[config.mk]
export PLATFORM = sky130hd
export DESIGN_NAME = pptf_cordic
export DESIGN_NICKNAME = d
export VERILOG_FILES = /design/src/pptf_pkg.sv /design/src/pptf_cordic.sv
export SDC_FILE = /design/constraint.sdc
export NUM_CORES = 2
export LEC_CHECK = 0
export BUFFER_PORTS_ARGS = -buffer_cell sky130_fd_sc_hd__buf_2
export CORE_MARGIN = 2
export CORE_UTILIZATION = 40
export CTS_BUF_LIST = sky130_fd_sc_hd__clkbuf_8
export CTS_CLUSTER_SIZE = 28
export DETAILED_ROUTE_END_ITERATION = 8
export PLACE_DENSITY = 0.61
export SETUP_SLACK_MARGIN = 0.3
export SLEW_MARGIN = 20
export SYNTH_ARGS = -nofsm -noshare
export SYNTH_HDL_FRONTEND = slang
export SYNTH_SLANG_ARGS = --single-unit
[constraint.sdc]
create_clock -name clk_i -period 5.8 [get_ports clk_i]
set_input_delay 1.16 -clock clk_i [delete_from_list [all_inputs] [get_ports clk_i]]
set_output_delay 1.16 -clock clk_i [all_outputs]
set_load 0.01 [all_outputs]
[src/pptf_pkg.sv]
package pptf_pkg;

  // field widths
  localparam int unsigned COORD_W = 32;
  localparam int unsigned ANGLE_W = 16;
  localparam int unsigned SUM_W   = COORD_W + 1;

  // configuration port
  localparam int unsigned CFG_IDX_W  = 3;
  localparam int unsigned CFG_DATA_W = 32;

  localparam logic [CFG_IDX_W-1:0] REG_MOUNT_X   = 3'd0;
  localparam logic [CFG_IDX_W-1:0] REG_MOUNT_Y   = 3'd1;
  localparam logic [CFG_IDX_W-1:0] REG_MOUNT_ANG = 3'd2;
  localparam logic [CFG_IDX_W-1:0] REG_REF_X     = 3'd3;
  localparam logic [CFG_IDX_W-1:0] REG_REF_Y     = 3'd4;
  localparam logic [CFG_IDX_W-1:0] REG_REF_ANG   = 3'd5;

  // register reset values
  localparam logic signed [COORD_W-1:0] MOUNT_X_RST   = 32'sd13107;  // 0.2 m
  localparam logic signed [COORD_W-1:0] MOUNT_Y_RST   = '0;
  localparam logic signed [ANGLE_W-1:0] MOUNT_ANG_RST = '0;
  localparam logic signed [COORD_W-1:0] REF_X_RST     = '0;
  localparam logic signed [COORD_W-1:0] REF_Y_RST     = '0;
  localparam logic signed [ANGLE_W-1:0] REF_ANG_RST   = 16'sd8192;   // pi/4

  // result clip limits
  localparam logic signed [COORD_W-1:0] RES_MAX = 32'sh7fff_ffff;
  localparam logic signed [COORD_W-1:0] RES_MIN = 32'sh8000_0000;

  // default parameters
  localparam int unsigned CORDIC_STAGES_DEF = 16;
  localparam int unsigned FRAC_BITS_DEF     = 16;

  // arctangent table, 2^32 is a full turn
  localparam int unsigned ATAN_LEN = 24;
  localparam int unsigned ZW       = 32;
  localparam logic signed [ZW-1:0] ATAN_TAB [ATAN_LEN] = '{
    32'sd536870912, 32'sd316933406, 32'sd167458907, 32'sd85004756,
    32'sd42667331,  32'sd21354465,  32'sd10679838,  32'sd5340245,
    32'sd2670163,   32'sd1335087,   32'sd667544,    32'sd333772,
    32'sd166886,    32'sd83443,     32'sd41722,     32'sd20861,
    32'sd10430,     32'sd5215,      32'sd2608,      32'sd1304,
    32'sd652,       32'sd326,       32'sd163,       32'sd81
  };

  // point data that waits alongside the cordic pipes
  typedef struct packed {
    logic signed [SUM_W-1:0] x;
    logic signed [SUM_W-1:0] y;
    logic signed [SUM_W-1:0] dx;
    logic signed [SUM_W-1:0] dy;
  } pt_data_t;

endpackage

[src/pptf_cordic.sv]
module pptf_cordic #(
  parameter int unsigned CORDIC_STAGES = pptf_pkg::CORDIC_STAGES_DEF,
  parameter int unsigned FRAC_BITS     = pptf_pkg::FRAC_BITS_DEF
) (
  input  logic                                  clk_i,
  input  logic                                  en_i,
  input  logic [pptf_pkg::ANGLE_W-1:0]          angle_i,
  output logic signed [FRAC_BITS+1:0]           cos_o,
  output logic signed [FRAC_BITS+1:0]           sin_o
);
  import pptf_pkg::*;

  localparam int unsigned NStg = (CORDIC_STAGES < ATAN_LEN) ? CORDIC_STAGES : ATAN_LEN;
  localparam int unsigned CW   = FRAC_BITS + 2;
  localparam longint      KRaw = (longint'(652032874) + (longint'(1) << (29 - FRAC_BITS)))
                                 >> (30 - FRAC_BITS);
  localparam logic signed [CW-1:0] KInit = CW'(KRaw);

  logic signed [CW-1:0] x_q [NStg+1];
  logic signed [CW-1:0] y_q [NStg+1];
  logic signed [ZW-1:0] z_q [NStg];
  logic                 flip_q [NStg+1];
  logic signed [CW-1:0] cos_q, sin_q;

  logic                 flip_d;
  logic [ANGLE_W-1:0]   ang_fold;

  // second and third quadrant: rotate by pi less, negate at the end
  always_comb begin
    flip_d   = angle_i[ANGLE_W-1] ^ angle_i[ANGLE_W-2];
    ang_fold = flip_d ? (angle_i ^ {1'b1, {(ANGLE_W-1){1'b0}}}) : angle_i;
  end

  always_ff @(posedge clk_i) begin
    if (en_i) begin
      x_q[0]    <= KInit;
      y_q[0]    <= '0;
      z_q[0]    <= signed'({ang_fold, {(ZW-ANGLE_W){1'b0}}});
      flip_q[0] <= flip_d;
    end
  end

  for (genvar i = 0; i < NStg; i++) begin : g_stage
    always_ff @(posedge clk_i) begin
      if (en_i) begin
        flip_q[i+1] <= flip_q[i];
        if (!z_q[i][ZW-1]) begin
          x_q[i+1] <= x_q[i] - (y_q[i] >>> i);
          y_q[i+1] <= y_q[i] + (x_q[i] >>> i);
        end else begin
          x_q[i+1] <= x_q[i] + (y_q[i] >>> i);
          y_q[i+1] <= y_q[i] - (x_q[i] >>> i);
        end
      end
    end
    if (i < NStg - 1) begin : g_z
      always_ff @(posedge clk_i) begin
        if (en_i) begin
          if (!z_q[i][ZW-1]) begin
            z_q[i+1] <= z_q[i] - ATAN_TAB[i];
          end else begin
            z_q[i+1] <= z_q[i] + ATAN_TAB[i];
          end
        end
      end
    end
  end

  always_ff @(posedge clk_i) begin
    if (en_i) begin
      cos_q <= flip_q[NStg] ? -x_q[NStg] : x_q[NStg];
      sin_q <= flip_q[NStg] ? -y_q[NStg] : y_q[NStg];
    end
  end

  assign cos_o = cos_q;
  assign sin_o = sin_q;

endmodule

==> impl_metrics.csv <==
group,metric,value,unit
yosys,synth.avg_cell_area,10.2,µm²
cells_and_area,layout_common_cells,"edfxtp_1 (1012), ha_1 (945), a21oi_1 (725)",
setup_path,crit_path_max_incr_delay,0.93,ns
floorplan,die-area,196000,µm²
yosys,ys_warn_count,0,
detailed_routing,first_pass_iters,5,
floorplan,fp.dieH,443,µm
min_path,min_to,"flip_q[0][8]",
cells_and_area,fin_cells,10376,
global_routing,grt_pass1_wl,276000,µm
placed_design,dp.cells,10043,
timing,report.final.slew_viol_count,0,
clock_network,cts_root_buffer,"clkbuf_8",
detailed_routing,drt_first_iter_violations,3043,
setup_path,crit_chain,"buf_8 -> buf_12 -> nand2_1 -> inv_1 -> a21oi_1 -> xor2_1 -> ha_1 -> nand3_1 -> o2111ai_1 -> nor3_1 -> o41ai_1 -> nand2b_1 -> nand3_1 -> a31oi_1 -> a21oi_1 -> xnor2_1",
cells_and_area,final_common_cell,"edfxtp_1",
clock_network,cts_tree,"built",
placed_design,dpl.hpwl,130000,µm
setup_path,rr_startpoint,"x_q[5][8]",
yosys,syn_inst,7524,
floorplan,start_util,40.1,%
clock_network,insertion_delay,0.94,ns
yosys,synth_flop_cell,"edfxtp_1",
timing,finalClockSkew,0.0521,ns
yosys,netlist_area,77000,µm²
yosys,ys_seq_area_share,39.5,%
clock_network,clkTransAtPathRegs,0.06,ns
global_routing,met3_usage,2.60,%
setup_path,cp_slowest_cell,"o41ai_1",
clock_network,cts_buffers,179,
cells_and_area,drive_gt1_share,6.07,%
timing,finalHoldViolCount,0,
detailed_routing,wl,168000,µm
floorplan,coreArea,192000,µm²
cells_and_area,fin_nets,8705,
timing,clock.fmax,233,MHz
setup_path,r2r-end,"y_q[6][17]",
placed_design,gp_congestion,0.885,
run,drv_cap,0,
yosys,synth_edf_count,1012,
clock_network,cts_max_path_buffers,3,
clock_network,cts_max_level,4,
floorplan,rows,161,
setup_path,cp.arrival,4.96,ns
yosys,ys_async_sr_fraction,0,%
status,status,"complete, no violations",
global_routing,grt_pass1_vias,55120,
global_routing,gr-usage-met1,20.8,%
floorplan,fp.dieW,443,µm
yosys,netlist-cell-type-count,106,
setup_path,reg2regPathDepth,13,
timing,rsz0062_at_grt,"no",
clock_network,ctsResizeCount,0,
global_routing,top_usage_layer,"met2",
setup_path,crit_type,"input pin to flop",
timing,tns,0,ns
placed_design,io_buffers,53,
global_routing,grt_usage,16.8,%
clock_network,cts.hold.buffers_added,0,
setup_path,r2r_slack,1.63,ns
min_path,min_path_type,"flop to flop",
global_routing,grt_max_degree,157,
timing,post-route-min-period,4.29,ns
floorplan,ios,54,
min_path,hp-start,"flip_q[0][7]",
timing,relSlewSlack,28.0,%
detailed_routing,wire_per_inst,16.2,µm
timing,tightest_slew,1.07,ns
global_routing,antenna_found_initial,2,
global_routing,use_met2,29.2,%
setup_path,worstPathRequired,6.47,ns
setup_path,worstSetupEndpointType,"flop",
detailed_routing,vias_per_cell,5.38,
timing,fin_crit_sh,74.0,%
clock_network,cts_num_sinks,1012,
setup_path,cp_max_fo,24,
global_routing,gr-total-overflow,0,
cells_and_area,syn_to_final_growth,9.08,%
clock_network,post_cts_buffers,0,
setup_path,critPathLaunchType,"input pin",
detailed_routing,drcViolationCount,0,
detailed_routing,drtAntennaViolNets,0,
timing,setup_viol,0,
min_path,worstHoldPathCells,0,
detailed_routing,vias,55853,
yosys,ys_ff_latch,1012,
[layer usage]
| layer | wire, µm | up-vias |
|---|---|---|
| li1 | - | 28353 |
| met1 | 74500 | 26099 |
| met2 | 80900 | 1036 |
| met3 | 6340 | 365 |
| met4 | 6440 | 0 |
| met5 | 0 | - |
[how the worst max path moves through the flow]
stage | slack (ns) | depth (start not counted) | startpoint | end
global route | 1.33 | 16 | en_i | x_q[10][17]
CTS | 1.60 | 16 | en_i | x_q[10][17]
finish | 1.51 | 16 | en_i | x_q[10][17]
floorplan | 0.63 | 16 | en_i | x_q[15][16]
global placement | 0.65 | 16 | en_i | x_q[10][17]
detailed placement | 0.58 | 16 | en_i | x_q[10][17]
[critical path, delay by kind of cell]
family	cells	cell delay, ns
AOI/OAI and AO/OA	5	1.69
xor gates and xnor gates	2	0.26
buffers and inverters	3	0.84
adders and majority gates	1	0.37
and+or+nand+nor	5	0.59
[cells by family (layout without fill, tap and decap cells)]
family / Yosys count / after routing / share of synthesized area [%]
AO/OA/AOI/OAI: 2159 / 2159 / 18.2
AND/OR/NAND/NOR: 1833 / 1833 / 11.4
flip-flops: 1012 / 1012 / 39.5
XOR/XNOR: 1007 / 1007 / 11.5
adder cells (fa/ha/maj): 988 / 988 / 16.5
buffers and inverters: 477 / 798 / 2.33
multiplexers: 46 / 46 / 0.620
other: 2 / 7 / 0.00975
[synth_stat cells, types with 32 or more instances]
| master | number | share of area, % |
|---|---|---|
| nand2_1 | 463 | 2.3 |
| xor2_1 | 323 | 3.7 |
| nor3_1 | 172 | 1.1 |
| o21ai_1 | 74 | 0.48 |
| o21a_1 | 68 | 0.66 |
| nand3_1 | 170 | 1.1 |
| o31ai_1 | 57 | 0.56 |
| nor2_1 | 496 | 2.4 |
| nor2b_1 | 108 | 0.88 |
| ha_1 | 945 | 15 |
| mux2i_1 | 32 | 0.42 |
| a21o_1 | 361 | 3.5 |
| nand2b_1 | 98 | 0.80 |
| clkbuf_1 | 106 | 0.52 |
| a31oi_1 | 75 | 0.61 |
| o21bai_1 | 111 | 1.1 |
| and3_1 | 74 | 0.60 |
| edfxtp_1 | 1012 | 39 |
| a211oi_1 | 56 | 0.55 |
| xnor2_1 | 683 | 7.8 |
| or3_1 | 59 | 0.48 |
| nand4_1 | 40 | 0.32 |
| fa_1 | 43 | 1.1 |
| inv_1 | 350 | 1.7 |
| a21oi_1 | 725 | 4.7 |
| o21ai_0 | 302 | 2.0 |
[through the flow]
step	util [%]	instance area, µm²	setup WS, ns	hold slack [ns]
2_1_floorplan	-	77000	0.628	0.400
3_3_place_gp	41.9	80500	0.646	0.401
3_5_place_dp	41.9	80500	0.581	0.405
4_1_cts	43.8	84000	1.60	0.307
5_1_grt	43.8	84000	1.33	0.333
6_report	43.8	84000	1.51	0.409
[registers in the layout, summed over array words and instances, names as in the netlist]
register	cells
cos_o	18
flip_q	17
sin_o	18
x_q	266
y_q	270
z_q	423
[area by class of cell]
cell class,instances,area (µm²)
antenna,4,10.0
clock buffer,179,2460
clock inverter,149,1010
fill,18139,108000
inverter,354,1330
multi-input combinational,6036,44900
sequential,1012,30400
tap,2526,3160
timing repair buffer,116,806
Power is left out: the tool's default activity adds up to more than one toggle a clock period on the data nets, which glitch-free logic cannot reach.
